File: src/design/rti_pkg.sv
// Shared types, constants and codes of the recorded trace interpolator.
// No dependencies; every other design file imports this package.
package rti_pkg;

  localparam int TABLE_DEPTH_DEF = 1024;

  // Field widths
  localparam int POS_W   = 40;
  localparam int VAL_W   = 32;
  localparam int RANK_W  = 8;
  localparam int IMG_W   = 16;
  localparam int DELTA_W = 20;
  localparam int OFS_W   = 31;
  localparam int KIND_W  = 2;
  localparam int IDX_W   = 11;
  localparam int CFG_W   = 31;
  localparam int CFG_IDX_W = 2;

  // Internal widths
  localparam int ACC_W     = 64;
  localparam int QPOS_W    = 42;
  localparam int DIST_W    = POS_W + 1;
  localparam int REM_W     = POS_W + 2;
  localparam int FRAC_BITS = 30;
  localparam int FRAC_W    = FRAC_BITS + 1;
  localparam int STEP_W    = $clog2(FRAC_BITS + 1);
  localparam int DV_W      = VAL_W + 1;
  localparam int IMGPOS_W  = IMG_W + DELTA_W;

  // Item kinds
  localparam logic [KIND_W-1:0] KIND_CLEAR  = 2'd0;
  localparam logic [KIND_W-1:0] KIND_APPEND = 2'd1;
  localparam logic [KIND_W-1:0] KIND_QUERY  = 2'd2;

  // Register indexes
  localparam logic [CFG_IDX_W-1:0] CFG_TRIGGER_DELTA   = 2'd0;
  localparam logic [CFG_IDX_W-1:0] CFG_POSITION_OFFSET = 2'd1;
  localparam logic [CFG_IDX_W-1:0] CFG_USE_ENCODER     = 2'd2;

  // Register reset values
  localparam logic [DELTA_W-1:0] TRIGGER_DELTA_RST = 20'd100000;
  localparam logic [OFS_W-1:0]   POSITION_OFFSET_RST = '0;
  localparam logic               USE_ENCODER_RST = 1'b0;

  typedef struct packed {
    logic signed [POS_W-1:0]  pos;
    logic signed [VAL_W-1:0]  val;
    logic        [RANK_W-1:0] rank;
  } entry_t;

  // Operands for the shared adder
  typedef struct packed {
    logic [ACC_W-1:0] a;
    logic [ACC_W-1:0] b;
    logic             sub;
  } alu_req_t;

  typedef enum logic [3:0] {
    ST_IDLE,
    ST_QPOS,
    ST_SCAN,
    ST_DIFF_D,
    ST_DIFF_N,
    ST_DIV,
    ST_DVAL,
    ST_MUL,
    ST_ROUND,
    ST_FINAL
  } state_t;

endpackage

File: src/design/rti_seq.sv
// Sequencer and datapath registers: table scan, serial divide and multiply.
// Depends on rti_pkg; drives rti_table and the shared rti_alu.
module rti_seq
  import rti_pkg::*;
#(
  parameter int TABLE_DEPTH = TABLE_DEPTH_DEF,
  parameter int AW = $clog2(TABLE_DEPTH),
  parameter int CW = $clog2(TABLE_DEPTH + 1)
) (
  input  logic                      clk,
  input  logic                      rst,
  input  logic                      start,
  input  logic [KIND_W-1:0]         kind,
  input  logic signed [POS_W-1:0]   entry_position,
  input  logic signed [VAL_W-1:0]   entry_value,
  input  logic [RANK_W-1:0]         entry_rank,
  input  logic [IMG_W-1:0]          image_number,
  input  logic signed [POS_W-1:0]   encoder_position,
  input  logic [DELTA_W-1:0]        trigger_delta,
  input  logic signed [OFS_W-1:0]   position_offset,
  input  logic                      use_encoder_position,
  output logic                      busy,
  output logic                      wr_en,
  output logic [AW-1:0]             wr_addr,
  output entry_t                    wr_data,
  output logic                      rd_en,
  output logic [AW-1:0]             rd_addr,
  input  entry_t                    rd_data,
  output alu_req_t                  alu_req,
  input  logic [ACC_W-1:0]          alu_sum,
  output logic                      done,
  output logic                      found,
  output logic signed [VAL_W-1:0]   value,
  output logic [RANK_W-1:0]         rank,
  output logic [CW-1:0]             kidx_out
);

  state_t state, state_next;

  logic [CW-1:0]             count, count_next;
  logic [CW-1:0]             addr, addr_next;
  logic [CW-1:0]             cmp_idx, cmp_idx_next;
  logic                      pend, pend_next;
  logic signed [QPOS_W-1:0]  q, q_next;
  entry_t                    prev, prev_next;
  entry_t                    nxt, nxt_next;
  logic [CW-1:0]             kidx, kidx_next;
  logic [DIST_W-1:0]         d, d_next;
  logic [REM_W-1:0]          r, r_next;
  logic [FRAC_W-1:0]         fq, fq_next;
  logic [STEP_W-1:0]         step, step_next;
  logic signed [DV_W-1:0]    dv, dv_next;
  logic signed [ACC_W-1:0]   acc, acc_next;
  logic                      done_next, found_next;
  logic signed [VAL_W-1:0]   value_next;
  logic [RANK_W-1:0]         rank_next;
  logic [CW-1:0]             kidx_out_next;

  logic [IMGPOS_W-1:0]       img_pos;
  logic [REM_W-1:0]          trial;
  logic                      ge;
  logic [RANK_W-1:0]         min_rank;

  assign img_pos  = image_number * trigger_delta;
  assign trial    = (step == '0) ? r : {r[REM_W-2:0], 1'b0};
  assign ge       = ~alu_sum[ACC_W-1];
  assign min_rank = (prev.rank < nxt.rank) ? prev.rank : nxt.rank;
  assign busy     = (state != ST_IDLE);

  assign wr_addr         = count[AW-1:0];
  assign wr_data.pos     = entry_position;
  assign wr_data.val     = entry_value;
  assign wr_data.rank    = entry_rank;

  always_ff @(posedge clk) begin
    if (rst) begin
      state <= ST_IDLE;
      count <= '0;
      done  <= 1'b0;
    end else begin
      state <= state_next;
      count <= count_next;
      done  <= done_next;
    end
  end

  always_ff @(posedge clk) begin
    addr     <= addr_next;
    cmp_idx  <= cmp_idx_next;
    pend     <= pend_next;
    q        <= q_next;
    prev     <= prev_next;
    nxt      <= nxt_next;
    kidx     <= kidx_next;
    d        <= d_next;
    r        <= r_next;
    fq       <= fq_next;
    step     <= step_next;
    dv       <= dv_next;
    acc      <= acc_next;
    found    <= found_next;
    value    <= value_next;
    rank     <= rank_next;
    kidx_out <= kidx_out_next;
  end

  always_comb begin
    state_next    = state;
    count_next    = count;
    addr_next     = addr;
    cmp_idx_next  = cmp_idx;
    pend_next     = pend;
    q_next        = q;
    prev_next     = prev;
    nxt_next      = nxt;
    kidx_next     = kidx;
    d_next        = d;
    r_next        = r;
    fq_next       = fq;
    step_next     = step;
    dv_next       = dv;
    acc_next      = acc;
    done_next     = 1'b0;
    found_next    = found;
    value_next    = value;
    rank_next     = rank;
    kidx_out_next = kidx_out;
    wr_en         = 1'b0;
    rd_en         = 1'b0;
    rd_addr       = addr[AW-1:0];
    alu_req.a     = '0;
    alu_req.b     = '0;
    alu_req.sub   = 1'b0;

    case (state)
      ST_IDLE: begin
        if (start) begin
          case (kind)
            KIND_CLEAR: begin
              count_next = '0;
            end
            KIND_APPEND: begin
              if (count < CW'(TABLE_DEPTH)) begin
                wr_en      = 1'b1;
                count_next = count + CW'(1);
              end
            end
            KIND_QUERY: begin
              acc_next   = use_encoder_position ? ACC_W'(encoder_position)
                                                : ACC_W'(img_pos);
              state_next = ST_QPOS;
            end
            default: ;
          endcase
        end
      end

      ST_QPOS: begin
        alu_req.a  = acc;
        alu_req.b  = ACC_W'(position_offset);
        q_next     = alu_sum[QPOS_W-1:0];
        addr_next  = '0;
        pend_next  = 1'b0;
        state_next = ST_SCAN;
      end

      ST_SCAN: begin
        // Compare the entry read last cycle against the query position
        alu_req.a   = ACC_W'(rd_data.pos);
        alu_req.b   = ACC_W'(q);
        alu_req.sub = 1'b1;
        if (pend && ge) begin
          nxt_next  = rd_data;
          kidx_next = cmp_idx;
          if (cmp_idx == '0) begin
            done_next     = 1'b1;
            found_next    = 1'b1;
            value_next    = rd_data.val;
            rank_next     = rd_data.rank;
            kidx_out_next = cmp_idx;
            state_next    = ST_IDLE;
          end else begin
            state_next = ST_DIFF_D;
          end
        end else if ((pend && (cmp_idx + CW'(1) == count)) || (!pend && addr >= count)) begin
          if (pend) begin
            prev_next = rd_data;
          end
          done_next     = 1'b1;
          found_next    = 1'b0;
          value_next    = '0;
          rank_next     = '0;
          kidx_out_next = count;
          state_next    = ST_IDLE;
        end else begin
          if (pend) begin
            prev_next = rd_data;
          end
          // Keep one read in flight ahead of the compare
          if (addr < count) begin
            rd_en        = 1'b1;
            addr_next    = addr + CW'(1);
            cmp_idx_next = addr;
            pend_next    = 1'b1;
          end else begin
            pend_next = 1'b0;
          end
        end
      end

      ST_DIFF_D: begin
        alu_req.a   = ACC_W'(nxt.pos);
        alu_req.b   = ACC_W'(prev.pos);
        alu_req.sub = 1'b1;
        d_next      = alu_sum[DIST_W-1:0];
        state_next  = ST_DIFF_N;
      end

      ST_DIFF_N: begin
        alu_req.a   = ACC_W'(q);
        alu_req.b   = ACC_W'(prev.pos);
        alu_req.sub = 1'b1;
        r_next      = REM_W'(alu_sum[DIST_W-1:0]);
        step_next   = '0;
        fq_next     = '0;
        state_next  = ST_DIV;
      end

      ST_DIV: begin
        // Restoring divide, one quotient bit per cycle
        alu_req.a   = ACC_W'(trial);
        alu_req.b   = ACC_W'(d);
        alu_req.sub = 1'b1;
        r_next      = ge ? alu_sum[REM_W-1:0] : trial;
        fq_next     = {fq[FRAC_W-2:0], ge};
        if (step == STEP_W'(FRAC_BITS)) begin
          state_next = ST_DVAL;
        end else begin
          step_next = step + STEP_W'(1);
        end
      end

      ST_DVAL: begin
        alu_req.a   = ACC_W'(nxt.val);
        alu_req.b   = ACC_W'(prev.val);
        alu_req.sub = 1'b1;
        dv_next     = alu_sum[DV_W-1:0];
        acc_next    = '0;
        step_next   = '0;
        state_next  = ST_MUL;
      end

      ST_MUL: begin
        // Shift-add multiply, fraction MSB first
        alu_req.a = {acc[ACC_W-2:0], 1'b0};
        alu_req.b = fq[FRAC_W-1] ? ACC_W'(dv) : '0;
        acc_next  = alu_sum;
        fq_next   = {fq[FRAC_W-2:0], 1'b0};
        if (step == STEP_W'(FRAC_BITS)) begin
          state_next = ST_ROUND;
        end else begin
          step_next = step + STEP_W'(1);
        end
      end

      ST_ROUND: begin
        alu_req.a  = acc;
        alu_req.b  = ACC_W'(1) << (FRAC_BITS - 1);
        acc_next   = alu_sum;
        state_next = ST_FINAL;
      end

      ST_FINAL: begin
        alu_req.a     = ACC_W'(prev.val);
        alu_req.b     = acc >>> FRAC_BITS;
        done_next     = 1'b1;
        found_next    = 1'b1;
        value_next    = alu_sum[VAL_W-1:0];
        rank_next     = min_rank;
        kidx_out_next = kidx;
        state_next    = ST_IDLE;
      end

      default: begin
        state_next = ST_IDLE;
      end
    endcase
  end

endmodule

File: config.mk
export PLATFORM = sky130hd
export DESIGN_NAME = rti_seq
export DESIGN_NICKNAME = d
export VERILOG_FILES = /design/src/design/rti_pkg.sv /design/src/design/rti_seq.sv
export SDC_FILE = /design/constraint.sdc
export NUM_CORES = 2
export LEC_CHECK = 0
export ABC_AREA = 1
export CAP_MARGIN = 5
export CELL_PAD_IN_SITES_DETAIL_PLACEMENT = 1
export CELL_PAD_IN_SITES_GLOBAL_PLACEMENT = 2
export CORE_AREA = 8 8 356 358
export CTS_CLUSTER_SIZE = 12
export DETAILED_ROUTE_END_ITERATION = 16
export DIE_AREA = 0 0 364 366
export DONT_BUFFER_PORTS = 1
export PLACE_DENSITY = 0.72
export SETUP_SLACK_MARGIN = 0.3
export SLEW_MARGIN = 20
export SYNTH_ARGS = -nofsm -noshare
export SYNTH_HDL_FRONTEND = slang
export SYNTH_SLANG_ARGS = --single-unit
File: constraint.sdc
create_clock -name clk -period 6 [get_ports clk]
set_input_delay 1.2 -clock clk [delete_from_list [all_inputs] [get_ports clk]]
set_output_delay 1.2 -clock clk [all_outputs]
set_load 0.005 [all_outputs]
==> metrics <==
area occupied by registers=15,500 µm²; register bit total from synthesis=520; Post-CTS Hold Fix Bufs=0; sw power=15.1 mW; Fmax=between 150 and 200 MHz; RSZ-0062 raised after global routing=yes; CP max FO=16; fin crit share=roughly 94%; Hold Startpoint=cmp_idx[9]; Clock transition at path regs=roughly 60 ps; PortBufs=0; DR pass1 iterations=5; CP startpoint=trigger_delta[4]; share of cells above drive strength 1=about an eighth; Comb pwr share=a little under three quarters; largest area contributor in the netlist=edfxtp_1; switching share of power=48.8%; vias in the first global route=28,932; number of fill cells=13,891; Syn Nets=around 4,600; Slew HR=between 20% and 30%; I/O pin cnt=approximately 620; ys flop type=edfxtp_1; Tmin final=5660 ps; Area contributors post-synth=edfxtp_1 (42%), fa_1 (14%), nand2_1 (8.6%); Final Util=33.0%; post-synth cell types=52; worst r2r src=state[1]; worst clock skew=20.5 ps; Post-synth EDFFs=~500; CTS tree=yes; met3 GRT Util=7.85%; VDD IR max=just under 0.8 mV; status=finished clean; WHS=approximately 530 ps; Setup crit start kind=input pin; Critical Path RT=~6400 ps; initial antenna violation count=33; multi-input logic area=~17,000 µm²; starting density of the core=29.7%; Hold Crit Class=reg -> reg; GR peak layer=met2; overall power=slightly above 30 mW; die height=approximately 370 µm; # setup viols final=0; clock sink total=520; area delta synth->final=11.0%; GRT met2 Usage=between 30% and 40%; Arrival @ worst endpoint=between 6000 and 7000 ps; row count=~130; register share of total power=a little under a fifth; Die X=approximately 360 µm; clock power share=9.9%; power density over the cells=between 700 and 800 nW/µm²; met1 capacity usage during global routing=26.7%; largest net degree at the start of global routing=just under 80; Final Hold Vio Count=0; via count=roughly 28,000; first-pass GRT wire length=roughly 210,000 µm; Iter 0 DRT Violations=2,365; H-tree levels=2; P_int=approximately 16 mW; final WL=~150,000 µm; Die ar.=133,000 µm²; Worst Setup End Kind=register; vias per cell=~5.1; Synth top area share=a little over two fifths; Skew-Pair Late Insertion Delay=620 ps; nets=approximately 4,500; DRC=0; CTS Buf Count=between 50 and 60; area of the mapped netlist=36,000 µm²; Max Cap Violations=0; gp weighted congestion=0.848; GRT Residual Overflow=0; placement-stage cell area=approximately 38,000 µm²; wire per inst=27.3 µm; Core ar.=around 120,000 µm²; Final HPWL DP=around 110,000 µm; leakage=between 15 and 20 nW; GRT Overall Usage=between 20% and 30%; Final ANT Viol Nets=0; clk buf depth=3; sequential area share after synthesis=a little over two fifths; Worst-Margin Slew=roughly 1100 ps; synthesized area per cell=between 9 and 10 µm²; Setup CP Type=in -> reg; Post-Syn Instances=between 3,000 and 4,000; clk root buf=clkbuf_16; FFs w/ async S/R, synth=0%; fin area=about 40,000 µm²; YS warnings=0; max-slew violation count=0
[metrics by stage]
step                      cells  setup slack, ps  TNS [ps]
final                      5432              343         0
after global routing       5414              143         0
after CTS                  5404              287         0
after detailed placement   5315             -505     -6780
after global placement     5315             -444     -5740
after floorplan            3872            -24.1     -86.9
[power groups by stage]
stage / combinational [mW] / sequential (mW) / clock [mW]
2_1_floorplan: 11.0 / 5.46 / 0
3_3_place_gp: 19.4 / 5.73 / 0
3_5_place_dp: 19.5 / 5.74 / 0
4_1_cts: 19.8 / 5.66 / 3.13
5_1_grt: 24.3 / 5.72 / 3.24
6_report: 22.2 / 5.67 / 3.06
[per-layer routing]
layer	wire length (µm)	up-vias
met5	114	-
met4	4010	18
met3	15400	210
met2	68800	1001
met1	60200	14159
li1	-	12319
[sequential cells by signal, summed over array words and instances, names as in the netlist]
register and count:
cmp_idx 11, found 1, fq 31, nxt 80, kidx_out 11, count 11, dv 33, rank 8
q 42, prev 80, value 32, done 1, d 41, state 4, r 42, kidx 11
acc 64, addr 11, pend 1, step 5
[cell families after synthesis]
| logic type | after synthesis | share of synthesized area (%) |
|---|---|---|
| AND/OR/NAND/NOR | 1290 | 14.9 |
| flip-flops | 520 | 43.0 |
| buffers and inverters | 1038 | 12.4 |
| adder cells (fa/ha/maj) | 383 | 18.5 |
| AO/OA/AOI/OAI | 614 | 10.6 |
| XOR/XNOR | 27 | 0.657 |
[critical path, stage by stage]
cell     delay [ps]
nand2_2          50
inv_2            40
fa_1            490
fa_1            540
fa_1            550
fa_1            530
fa_1            540
inv_2            40
fa_1            490
inv_2            50
ha_4            260
nand2_1          90
buf_4           170
o21ai_2         170
buf_4           140
nand2_1          40
a21oi_1         170
nor3_2           70
nand3_1         100
nand3_2         120
nand2_4         120
nand2_1          50
[worst paths after layout]
path                  end  slack (ps)  depth (start not counted)
setup reg to reg  acc[63]        1520                         10
hold reg to reg   kidx[9]         530                          0
setup / recovery  acc[31]         340                         22
hold / removal    kidx[9]         530                          0
[synthesized netlist by cell type (3+ instances only)]
library cell	number
o21a_1	3
buf_4	127
a221oi_1	87
nor2_4	7
a22oi_1	18
a22o_1	12
inv_1	707
nand3_1	166
a21oi_1	157
nand4_1	26
o21ai_0	208
a211oi_1	3
nor4_1	10
inv_2	14
nor3_1	16
o21ai_1	4
a32o_1	4
clkbuf_1	131
o2111ai_1	17
nor2_1	215
o22ai_1	54
ha_1	133
nand2_1	822
dfxtp_1	16
buf_2	47
o21bai_1	8
nor2_2	10
xor2_1	20
edfxtp_1	504
fa_1	250
nand3b_1	3
buf_1	9
nand2_2	5
xnor2_1	7
a21boi_0	5
o211ai_1	24
[cells in the final DEF (no fill, tap or decap), types with 18 or more instances in the layout]
| cell | count |
|---|---|
| a21oi_1 | 132 |
| a21oi_2 | 20 |
| a221oi_1 | 87 |
| a22oi_1 | 18 |
| buf_4 | 131 |
| clkbuf_1 | 23 |
| clkbuf_16 | 52 |
| diode_2 | 22 |
| edfxtp_1 | 504 |
| fa_1 | 233 |
| ha_1 | 118 |
| inv_1 | 677 |
| inv_2 | 42 |
| nand2_1 | 780 |
| nand2_2 | 31 |
| nand3_1 | 148 |
| nand3_2 | 18 |
| nand4_1 | 26 |
| nor2_1 | 191 |
| nor2_2 | 20 |
| nor2_4 | 21 |
| o211ai_1 | 24 |
| o21ai_0 | 186 |
| o22ai_1 | 54 |
| xor2_1 | 19 |
[what timing repair did]
action                     CTS  global route
setup endpoints to repair    6            21
gates resized for setup     12           171
setup buffers                1             6
pin swaps                   10            87
[layout make-up]
type                            instances  area share (%)
Antenna cell                           22           0.138
Clock buffer                           76            3.51
Clock inverter                         12           0.223
Inverter                              722            6.80
Multi-Input combinational cell       2314            42.7
Sequential cell                       520            38.7
Tap cell                             1625            5.09
Timing Repair Buffer                  141            2.86
Note: power is estimated with default switching activity, not from simulation.
