--- src/design/rti_pkg.sv ---
// Shared types, constants and codes of the recorded trace interpolator.
// No dependencies; every other design file imports this package.
package rti_pkg;

  localparam int TABLE_DEPTH_DEF = 1024;

  // Field widths
  localparam int POS_W   = 40;
  localparam int VAL_W   = 32;
  localparam int RANK_W  = 8;
  localparam int IMG_W   = 16;
  localparam int DELTA_W = 20;
  localparam int OFS_W   = 31;
  localparam int KIND_W  = 2;
  localparam int IDX_W   = 11;
  localparam int CFG_W   = 31;
  localparam int CFG_IDX_W = 2;

  // Internal widths
  localparam int ACC_W     = 64;
  localparam int QPOS_W    = 42;
  localparam int DIST_W    = POS_W + 1;
  localparam int REM_W     = POS_W + 2;
  localparam int FRAC_BITS = 30;
  localparam int FRAC_W    = FRAC_BITS + 1;
  localparam int STEP_W    = $clog2(FRAC_BITS + 1);
  localparam int DV_W      = VAL_W + 1;
  localparam int IMGPOS_W  = IMG_W + DELTA_W;

  // Item kinds
  localparam logic [KIND_W-1:0] KIND_CLEAR  = 2'd0;
  localparam logic [KIND_W-1:0] KIND_APPEND = 2'd1;
  localparam logic [KIND_W-1:0] KIND_QUERY  = 2'd2;

  // Register indexes
  localparam logic [CFG_IDX_W-1:0] CFG_TRIGGER_DELTA   = 2'd0;
  localparam logic [CFG_IDX_W-1:0] CFG_POSITION_OFFSET = 2'd1;
  localparam logic [CFG_IDX_W-1:0] CFG_USE_ENCODER     = 2'd2;

  // Register reset values
  localparam logic [DELTA_W-1:0] TRIGGER_DELTA_RST = 20'd100000;
  localparam logic [OFS_W-1:0]   POSITION_OFFSET_RST = '0;
  localparam logic               USE_ENCODER_RST = 1'b0;

  typedef struct packed {
    logic signed [POS_W-1:0]  pos;
    logic signed [VAL_W-1:0]  val;
    logic        [RANK_W-1:0] rank;
  } entry_t;

  // Operands for the shared adder
  typedef struct packed {
    logic [ACC_W-1:0] a;
    logic [ACC_W-1:0] b;
    logic             sub;
  } alu_req_t;

  typedef enum logic [3:0] {
    ST_IDLE,
    ST_QPOS,
    ST_SCAN,
    ST_DIFF_D,
    ST_DIFF_N,
    ST_DIV,
    ST_DVAL,
    ST_MUL,
    ST_ROUND,
    ST_FINAL
  } state_t;

endpackage

--- src/design/rti_alu.sv ---
// Shared 64-bit add/subtract unit of the interpolator.
// Depends on rti_pkg (alu_req_t, ACC_W).
module rti_alu
  import rti_pkg::*;
(
  input  alu_req_t         req,
  output logic [ACC_W-1:0] sum
);

  logic [ACC_W-1:0] b_eff;

  assign b_eff = req.sub ? ~req.b : req.b;
  assign sum   = req.a + b_eff + ACC_W'(req.sub);

endmodule

--- config.mk ---
export PLATFORM = sky130hd
export DESIGN_NAME = rti_alu
export DESIGN_NICKNAME = d
export VERILOG_FILES = /design/src/design/rti_pkg.sv /design/src/design/rti_alu.sv
export SDC_FILE = /design/constraint.sdc
export NUM_CORES = 1
export LEC_CHECK = 0
export ABC_AREA = 1
export BUFFER_PORTS_ARGS = -buffer_cell sky130_fd_sc_hd__buf_2
export CORE_MARGIN = 4
export CORE_UTILIZATION = 40
export DETAILED_ROUTE_END_ITERATION = 12
export MAX_ROUTING_LAYER = met4
export PLACE_DENSITY_LB_ADDON = 0.05
export SYNTH_ARGS = -nofsm -noshare
export SYNTH_HDL_FRONTEND = slang
export SYNTH_SLANG_ARGS = --single-unit
--- constraint.sdc ---
create_clock -name vclk -period 3.35
set_input_delay 0.5025 -clock vclk [all_inputs]
set_output_delay 0.5025 -clock vclk [all_outputs]
set_load 0.01 [all_outputs]
==> flow_summary_export.csv, run 1 <==
group,metric,value,unit
status,status,"complete, no violations",
detailed_routing,drcViolationCount,0,
grt,antenna_found_initial,0,
detailed_routing,wl_met2,10400,um
detailed_routing,first_pass_iters,5,
floorplanning,rows,44,
logic_synthesis,syn_area_per_cell,5.08,um2
logic_synthesis,seq_area_frac_synth,0,%
critical_path,cp_common_cell,"nand2_1",
timing,slew_headroom,76.2,%
logic_synthesis,synth_top_area_share,27.8,%
placement,dp_hpwl,21100,um
clock_network,cts_hold_buf,0,
grt,overflow,0,
floorplanning,die_x,130,um
logic_synthesis,synthCells,1179,
floorplanning,die_h,130,um
logic_synthesis,synthTopCellsByArea,"nand2_1, ha_1, xor2_1, inv_1, a21oi_1",
timing,period_needed,3.23,ns
finish,most-common-layout-cells,"nand2_1, inv_1, buf_2, xor2_1, nor2_1",
power_and_ir_drop,p_total,2.14,mW
detailed_routing,routedLengthMet1,11800,um
finish,fin_util,52.4,%
timing,whs,1.29,ns
critical_path,arrival,2.73,ns
timing,setup_viol,0,
finish,drive_above_1_share,23.2,%
critical_path,cp_max_fo,10,
timing,final.setup.tns,0,ns
finish,seq_cell_count,0,
detailed_routing,vias,7703,
logic_synthesis,synth.largest_area_cell,"nand2_1",
detailed_routing,drt_iter0_markers,494,
floorplanning,start_util,41.1,%
timing,finalCritPeriodShare,96.4,%
min_path,min_from,"req[65]",
critical_path,critical_path_class,"in -> out",
finish,clock_buffers,0,
detailed_routing,drt-vias-per-instance,4.87,
grt,grt_max_degree,26,
finish,final_common_cell,"nand2_1",
finish,multiInputGateArea,0.00528,mm2
grt,grt_first_pass_wirelength,35600,um
logic_synthesis,yosys_warnings,0,
critical_path,worst_setup_path_end_kind,"output port",
logic_synthesis,ys_types,30,
detailed_routing,maxUsedRoutingLayer,"met4",
logic_synthesis,syn-num-nets,1377,
floorplanning,core_area,0.0146,mm2
detailed_routing,wl_per_cell,15.0,um
placement,gp_congestion,0.982,
detailed_routing,postRouteAntennaNets,0,
min_path,min_delay_path_depth,3,
detailed_routing,wl_met3,1280,um
run,maxCapViolCount,0,
critical_path,max_stage_delay,0.35,ns
power_and_ir_drop,max-vdd-ir-drop,130,uV
finish,area_growth,27.6,%
timing,worstMarginPinSlew,0.354,ns
timing,max_clock_freq,310,MHz
finish,fillers,1664,
timing,maxSlewViolCount,0,
critical_path,path_cells,"buf_8, buf_12, xor2_1, ha_1, nand2_1, nor2_4, nand2_1, nand2_1, nand2_1, nand2_1, nand2_1, nand2_1, nand2_1, nand2_1, buf_2",
finish,layout.nets,1599,
critical_path,cp-start-kind,"primary input",
grt,grt_pass1_vias,7067,
min_path,hold_class,"in -> out",
timing,finalHoldViolations,0,
floorplanning,boundaryPins,193,
power_and_ir_drop,power_density,279,mW/mm2
placement,port-buffer-count,193,
critical_path,cp_data_required_time,2.85,ns
finish,diodes,0,
power_and_ir_drop,leakage,4.62,nW
detailed_routing,drt-total-wl,23700,um
finish,regArea,0,um2
min_path,hold-path-endpoint,"sum[0]",
grt,grt_use_total,27.2,%
critical_path,critPathSlowestCell,"ha_1",
logic_synthesis,netlist_area,0.00599,mm2
floorplanning,dieArea,0.0170,mm2
==> metrics by stage <==
stage          worst slack, ns  cell area, um2  std cells
2_1_floorplan            0.530            5990       1179
4_1_cts                 0.0555            7420       1579
5_1_grt                -0.0238            7650       1583
3_5_place_dp         -0.000545            7420       1579
3_3_place_gp           -0.0626            7420       1579
6_report                 0.122            7650       1583
==> per-layer routing <==
metal,up-vias,global-route usage (%)
met4,0,2.72
met1,3423,39.8
li1,4046,-
met2,219,43.3
met5,-,-
met3,15,0.772
==> worst max-delay path by stage <==
stage | depth (start not counted) | startpoint | slack (ns) | endpoint
after detailed placement | 15 | req[0] | -0.0005 | sum[52]
after floorplan | 12 | req[0] | 0.53 | sum[32]
after global routing | 15 | req[0] | -0.02 | sum[36]
after global placement | 15 | req[0] | -0.06 | sum[52]
final | 15 | req[0] | 0.12 | sum[52]
after CTS | 15 | req[0] | 0.06 | sum[63]
==> Yosys cell counts, drive strengths merged <==
| cell | n |
|---|---|
| a21boi | 1 |
| a21o | 2 |
| a21oi | 81 |
| and2 | 5 |
| buf | 7 |
| clkinv | 2 |
| fa | 1 |
| ha | 68 |
| inv | 219 |
| nand2 | 458 |
| nand3 | 53 |
| nand3b | 3 |
| nand4 | 2 |
| nor2 | 118 |
| nor3 | 11 |
| nor4 | 1 |
| o21a | 5 |
| o21ai | 36 |
| o21bai | 10 |
| xnor2 | 3 |
| xor2 | 93 |
==> power by group <==
part	internal (mW)	leakage, nW	total (mW)	switching [mW]
Clock	0	0	0	0
Combinational	0.798	4.62	2.14	1.34
Sequential	0	0	0	0
Total	0.798	4.62	2.14	1.34
==> critical path: cells and delay by family <==
kind	cells	cell delay (ns)
XOR/XNOR	1	0.17
adder cells (fa/ha/maj)	1	0.35
buffers and inverters	3	0.43
AND/OR/NAND/NOR	10	1.25
==> cell families (layout without fill, tap and decap cells) <==
kind of cell               count (synthesis)  count (layout)  share of synthesized area [%]
and+or+nand+nor                          651             651                           44.9
xor gates and xnor gates                  96              96                           14.0
adders and majority gates                 69              69                           14.5
AOI/OAI and AO/OA                        135             135                           12.1
buffers and inverters                    228             448                           14.5
==> what timing repair did <==
action,4_1_cts,5_1_grt
cloned,0,2
buffers inserted,0,2
gates resized for setup,1,52
endpoints found under the setup margin,1,35
pin swaps,0,8
==> layout make-up <==
cell class / instances / area share (%)
Timing Repair Buffer: 227 / 17.1
Inverter: 221 / 10.8
Multi-Input combinational cell: 951 / 69.0
Tap cell: 184 / 3.01
(Power assumes the default switching activity.)
==> run 2, diff against run 1 <==
CORE_MARGIN = 2   (was 4)
CORE_UTILIZATION = 48   (was 40)
==> run 2 against run 1 <==
Non-clock buffer count shrank 13. Utilization grew 9.9 points. Critical path depth is the same. Maximum frequency shrank 0.58%. Sequential share of layout area is the same. Largest power group unchanged.
==> flow_summary_export.csv, run 2 (synthesis gave the netlist of run 1 again) <==
group,metric,value,unit
status,status,"complete, no violations",
finish,seq_cell_count,0,
floorplanning,core_area,0.0121,mm2
detailed_routing,vias,7792,
power_and_ir_drop,power_frac_clock,0,%
floorplanning,dieArea,0.0134,mm2
grt,grt_use_total,32.0,%
timing,finalCritPeriodShare,96.9,%
power_and_ir_drop,netSwitchingPower,1.32,mW
finish,diodes,0,
finish,final_common_cell,"nand2_1",
power_and_ir_drop,seq_power_share,0,%
power_and_ir_drop,swShare,62.9,%
timing,period_needed,3.25,ns
floorplanning,start_util,49.5,%
timing,finalHoldViolations,0,
timing,max_clock_freq,308,MHz
critical_path,cp_data_required_time,2.85,ns
power_and_ir_drop,power_frac_comb,100.0,%
finish,regArea,0,um2
finish,layout.nets,1586,
finish,area_growth,25.9,%
grt,overflow,0,
critical_path,cp_max_fo,17,
floorplanning,rows,40,
critical_path,arrival,2.74,ns
critical_path,endpoint,"sum[61]",
finish,drive_above_1_share,23.0,%
run,maxCapViolCount,0,
floorplanning,die_h,116,um
timing,whs,1.29,ns
finish,clock_buffers,0,
timing,maxSlewViolCount,0,
grt,grt_max_degree,34,
critical_path,critical_path_class,"in -> out",
floorplanning,die_x,116,um
timing,slew_headroom,74.7,%
detailed_routing,drt-vias-per-instance,5.01,
grt,antenna_found_initial,0,
detailed_routing,postRouteAntennaNets,0,
placement,dp.cells,1549,
critical_path,critPathLaunch,"req[0]",
detailed_routing,drcViolationCount,0,
detailed_routing,first_pass_iters,5,
timing,worstMarginPinSlew,0.375,ns
floorplanning,boundaryPins,193,
timing,rsz0062_at_grt,"true",
critical_path,worst_setup_path_end_kind,"output port",
finish,fillers,1290,
detailed_routing,drt_iter0_markers,590,
critical_path,cp-start-kind,"primary input",
power_and_ir_drop,p_int,0.779,mW
min_path,min_from,"req[65]",
detailed_routing,drt-total-wl,22400,um
placement,dp_hpwl,19400,um
detailed_routing,wl_per_cell,14.4,um
finish,final_cells,1554,
min_path,hold_class,"in -> out",
power_and_ir_drop,leakage,4.55,nW
power_and_ir_drop,max-vdd-ir-drop,188,uV
placement,gp_congestion,1.01,
power_and_ir_drop,power_density,278,mW/mm2
grt,grt_pass1_vias,6834,
placement,port-buffer-count,193,
grt,grt_first_pass_wirelength,33000,um
timing,setup_viol,0,
finish,most-common-layout-cells,"nand2_1, inv_1, buf_2, xor2_1, nor2_1",
[run 2: changes by cell type in the layout (fill, tap and decap cells not counted), sizes merged]
| cell | previous run | this run |
|---|---|---|
| buf | 225 | 212 |
[run 2: final cells by class]
class              count  area, um2  share of cell area, %
multi-input cells    951       5300                   70.3
well taps            168        210                   2.78
inverters            221        830                   11.0
repair buffers       214       1200                   16.0
[run 2: worst min path at each step]
stage | to | slack (ns) | cells past startpoint
floorplan | sum[0] | 1.08 | 1
global placement | sum[0] | 1.28 | 3
detailed placement | sum[0] | 1.29 | 3
CTS | sum[0] | 1.29 | 3
global route | sum[0] | 1.29 | 3
finish | sum[0] | 1.29 | 3
[run 2: repair_timing]
action / 4_1_cts / 5_1_grt
endpoints found under the setup margin: 0 / 39
buffers inserted: 0 / 2
resized for setup: 0 / 60
hold buffers: 0 / 0
[run 2: power groups by stage]
stage               Combinational (mW)  Sequential, mW  Clock, mW
detailed placement                1.99               0          0
CTS                               2.00               0          0
floorplan                         1.28               0          0
finish                            2.10               0          0
global route                      2.32               0          0
global placement                  1.99               0          0
[run 2: layer usage]
| metal | global-route usage [%] | up-vias | share of wire, % |
|---|---|---|---|
| met5 | - | - | 0 |
| met4 | 1.35 | 0 | 0.88 |
| met3 | 3.35 | 18 | 9.0 |
| met2 | 52.2 | 320 | 44 |
| met1 | 45.0 | 3424 | 46 |
| li1 | - | 4030 | - |
[run 2: per-stage QoR]
stage	setup slack, ns	power (mW)	setup TNS [ns]	utilization (%)	area, um2
after floorplan	0.530	1.28	0	-	5990
after global placement	0.0445	1.99	0	60.1	7280
after detailed placement	0.0463	1.99	0	60.1	7280
after CTS	0.0438	2.00	0	60.1	7280
after global routing	-0.0488	2.32	-0.106	62.3	7550
final	0.103	2.10	0	62.3	7550
[run 2: worst max-delay path, cell delays in order]
cell and delay [ns]:
buf_8 0.14, buf_16 0.17, xor2_1 0.18, ha_2 0.41, nand2_1 0.15, nor2_1 0.23, inv_1 0.07, o21ai_1 0.19
a21oi_1 0.09, nand2_1 0.17, nand2_1 0.10, nand2_1 0.07, nand2_1 0.05, nand2_1 0.08, buf_2 0.13
==> run 3, diff against run 2 <==
clock period = 2.8 ns   (was 3.35 ns; I/O delays follow)
==> run 3 against run 2 <==
The run now ends with negative setup slack left. Wire length up 46%. Final area up 38%. Critical path depth down 1. Combinational power up 83%. Critical endpoint is now sum[57].
==> flow_summary_export.csv, run 3 (synthesis gave the netlist of run 1 again) <==
group,metric,value,unit
power_and_ir_drop,seq_power_share,0,%
power_and_ir_drop,power_frac_clock,0,%
detailed_routing,postRouteAntennaNets,0,
critical_path,cp-start-kind,"primary input",
timing,rsz0062_at_grt,"true",
floorplanning,die_h,116,um
grt,grt_use_total,36.4,%
power_and_ir_drop,max-vdd-ir-drop,308,uV
critical_path,critPathLaunch,"req[0]",
critical_path,cp_data_required_time,2.38,ns
detailed_routing,vias,9971,
detailed_routing,drt-vias-per-instance,5.75,
finish,regArea,0,um2
critical_path,max_stage_delay,0.38,ns
critical_path,arrival,2.75,ns
timing,period_needed,3.17,ns
grt,grt_max_degree,14,
finish,clock_buffers,0,
finish,most-common-layout-cells,"nand2_1, buf_2, inv_1, buf_4, nand2_2",
critical_path,cp_num_buf_inv,4,
detailed_routing,wl_per_cell,18.9,um
detailed_routing,drt-total-wl,32800,um
timing,finalCritPeriodShare,113,%
timing,whs,1.16,ns
min_path,hold_class,"in -> out",
placement,gp_congestion,1.02,
timing,maxSlewViolCount,0,
detailed_routing,drt_iter0_markers,1170,
detailed_routing,drcViolationCount,0,
timing,setup_viol,56,
power_and_ir_drop,swShare,58.5,%
finish,final_common_cell,"nand2_1",
finish,drive_above_1_share,50.1,%
finish,area_growth,73.9,%
timing,worstMarginPinSlew,0.419,ns
timing,finalHoldViolations,0,
floorplanning,rows,40,
floorplanning,boundaryPins,193,
grt,grt_pass1_vias,7936,
critical_path,critPathTopFamily,"compound AO/OA/AOI/OAI gates",
status,violations,"negative setup slack",
floorplanning,start_util,49.5,%
timing,setup_ws,-0.368,ns
placement,dp_hpwl,19900,um
finish,seq_cell_count,0,
placement,port-buffer-count,193,
power_and_ir_drop,power_density,369,mW/mm2
power_and_ir_drop,netSwitchingPower,2.25,mW
status,status,"complete, but fails checks",
min_path,min_from,"req[1]",
critical_path,cp_max_fo,7,
critical_path,path_cells,"buf_16, buf_16, buf_8, xor2_1, ha_1, a21oi_1, o21ai_0, nor2_1, nand2_1, a21oi_2, nand2_1, nand2_1, nand2_1, buf_2",
critical_path,critPathSlowestCell,"ha_1",
finish,fin_util,86.1,%
grt,overflow,0,
power_and_ir_drop,power_frac_comb,100.0,%
floorplanning,dieArea,0.0134,mm2
finish,fillers,712,
floorplanning,die_x,116,um
timing,slew_headroom,71.8,%
finish,layout.nets,1766,
grt,antenna_found_initial,0,
critical_path,cp_common_cell,"nand2_1",
grt,grt_first_pass_wirelength,37700,um
finish,diodes,0,
finish,multiInputGateArea,0.00671,mm2
power_and_ir_drop,leakage,5.79,nW
detailed_routing,first_pass_iters,7,
critical_path,critical_path_class,"in -> out",
run,maxCapViolCount,0,
critical_path,worst_setup_path_end_kind,"output port",
timing,max_clock_freq,316,MHz
floorplanning,core_area,0.0121,mm2
power_and_ir_drop,p_int,1.60,mW
run 3: cell count changes in the layout (fill, tap and decap cells not counted), moves of 34 or more:
cell and delta:
nand2_1 -113, nor2_4 +34, nor2_1 -48, a21oi_1 -51, nand2_2 +82, a21oi_2 +46, buf_4 +169
run 3: what timing repair did:
item | CTS | global route
gates resized for setup | 243 | 225
setup buffers | 34 | 30
setup endpoints to repair | 53 | 55
gates cloned | 3 | 0
pin swaps | 99 | 106
hold buffers | 0 | 0
run 3: stage by stage:
| stage | cell area, um2 | TNS, ns | instances | setup slack (ns) | power [mW] |
|---|---|---|---|---|---|
| 5_1_grt | 10400 | -13.50 | 1734 | -0.461 | 4.03 |
| 2_1_floorplan | 5990 | 0 | 1179 | 0.145 | 1.53 |
| 6_report | 10400 | -10.17 | 1734 | -0.368 | 3.85 |
| 3_5_place_dp | 8170 | -10.35 | 1668 | -0.299 | 2.69 |
| 3_3_place_gp | 8170 | -8.63 | 1668 | -0.353 | 2.67 |
| 4_1_cts | 9290 | -0.569 | 1705 | -0.0717 | 3.10 |
run 3: metal layers:
metal	part of all wire (%)	global-route usage [%]	vias up
li1	-	-	4381
met1	36	47.3	4430
met2	45	59.3	844
met3	11	5.02	316
met4	8.3	10.2	0
met5	0	-	-
run 3: path summary, 6_finish.rpt:
kind                  end  slack [ns]  cells after the start
setup / recovery  sum[57]       -0.37                     14
hold / removal     sum[0]        1.16                      3
run 3: final cells by class:
cell class | count | share of cell area [%]
Inverter | 221 | 7.98
Multi-Input combinational cell | 951 | 64.4
Tap cell | 168 | 2.02
Timing Repair Buffer | 394 | 25.6
run 3: power by group through the flow:
stage	clock network, mW	logic, mW	registers [mW]
detailed placement	0	2.69	0
finish	0	3.85	0
floorplan	0	1.53	0
CTS	0	3.10	0
global route	0	4.03	0
global placement	0	2.67	0
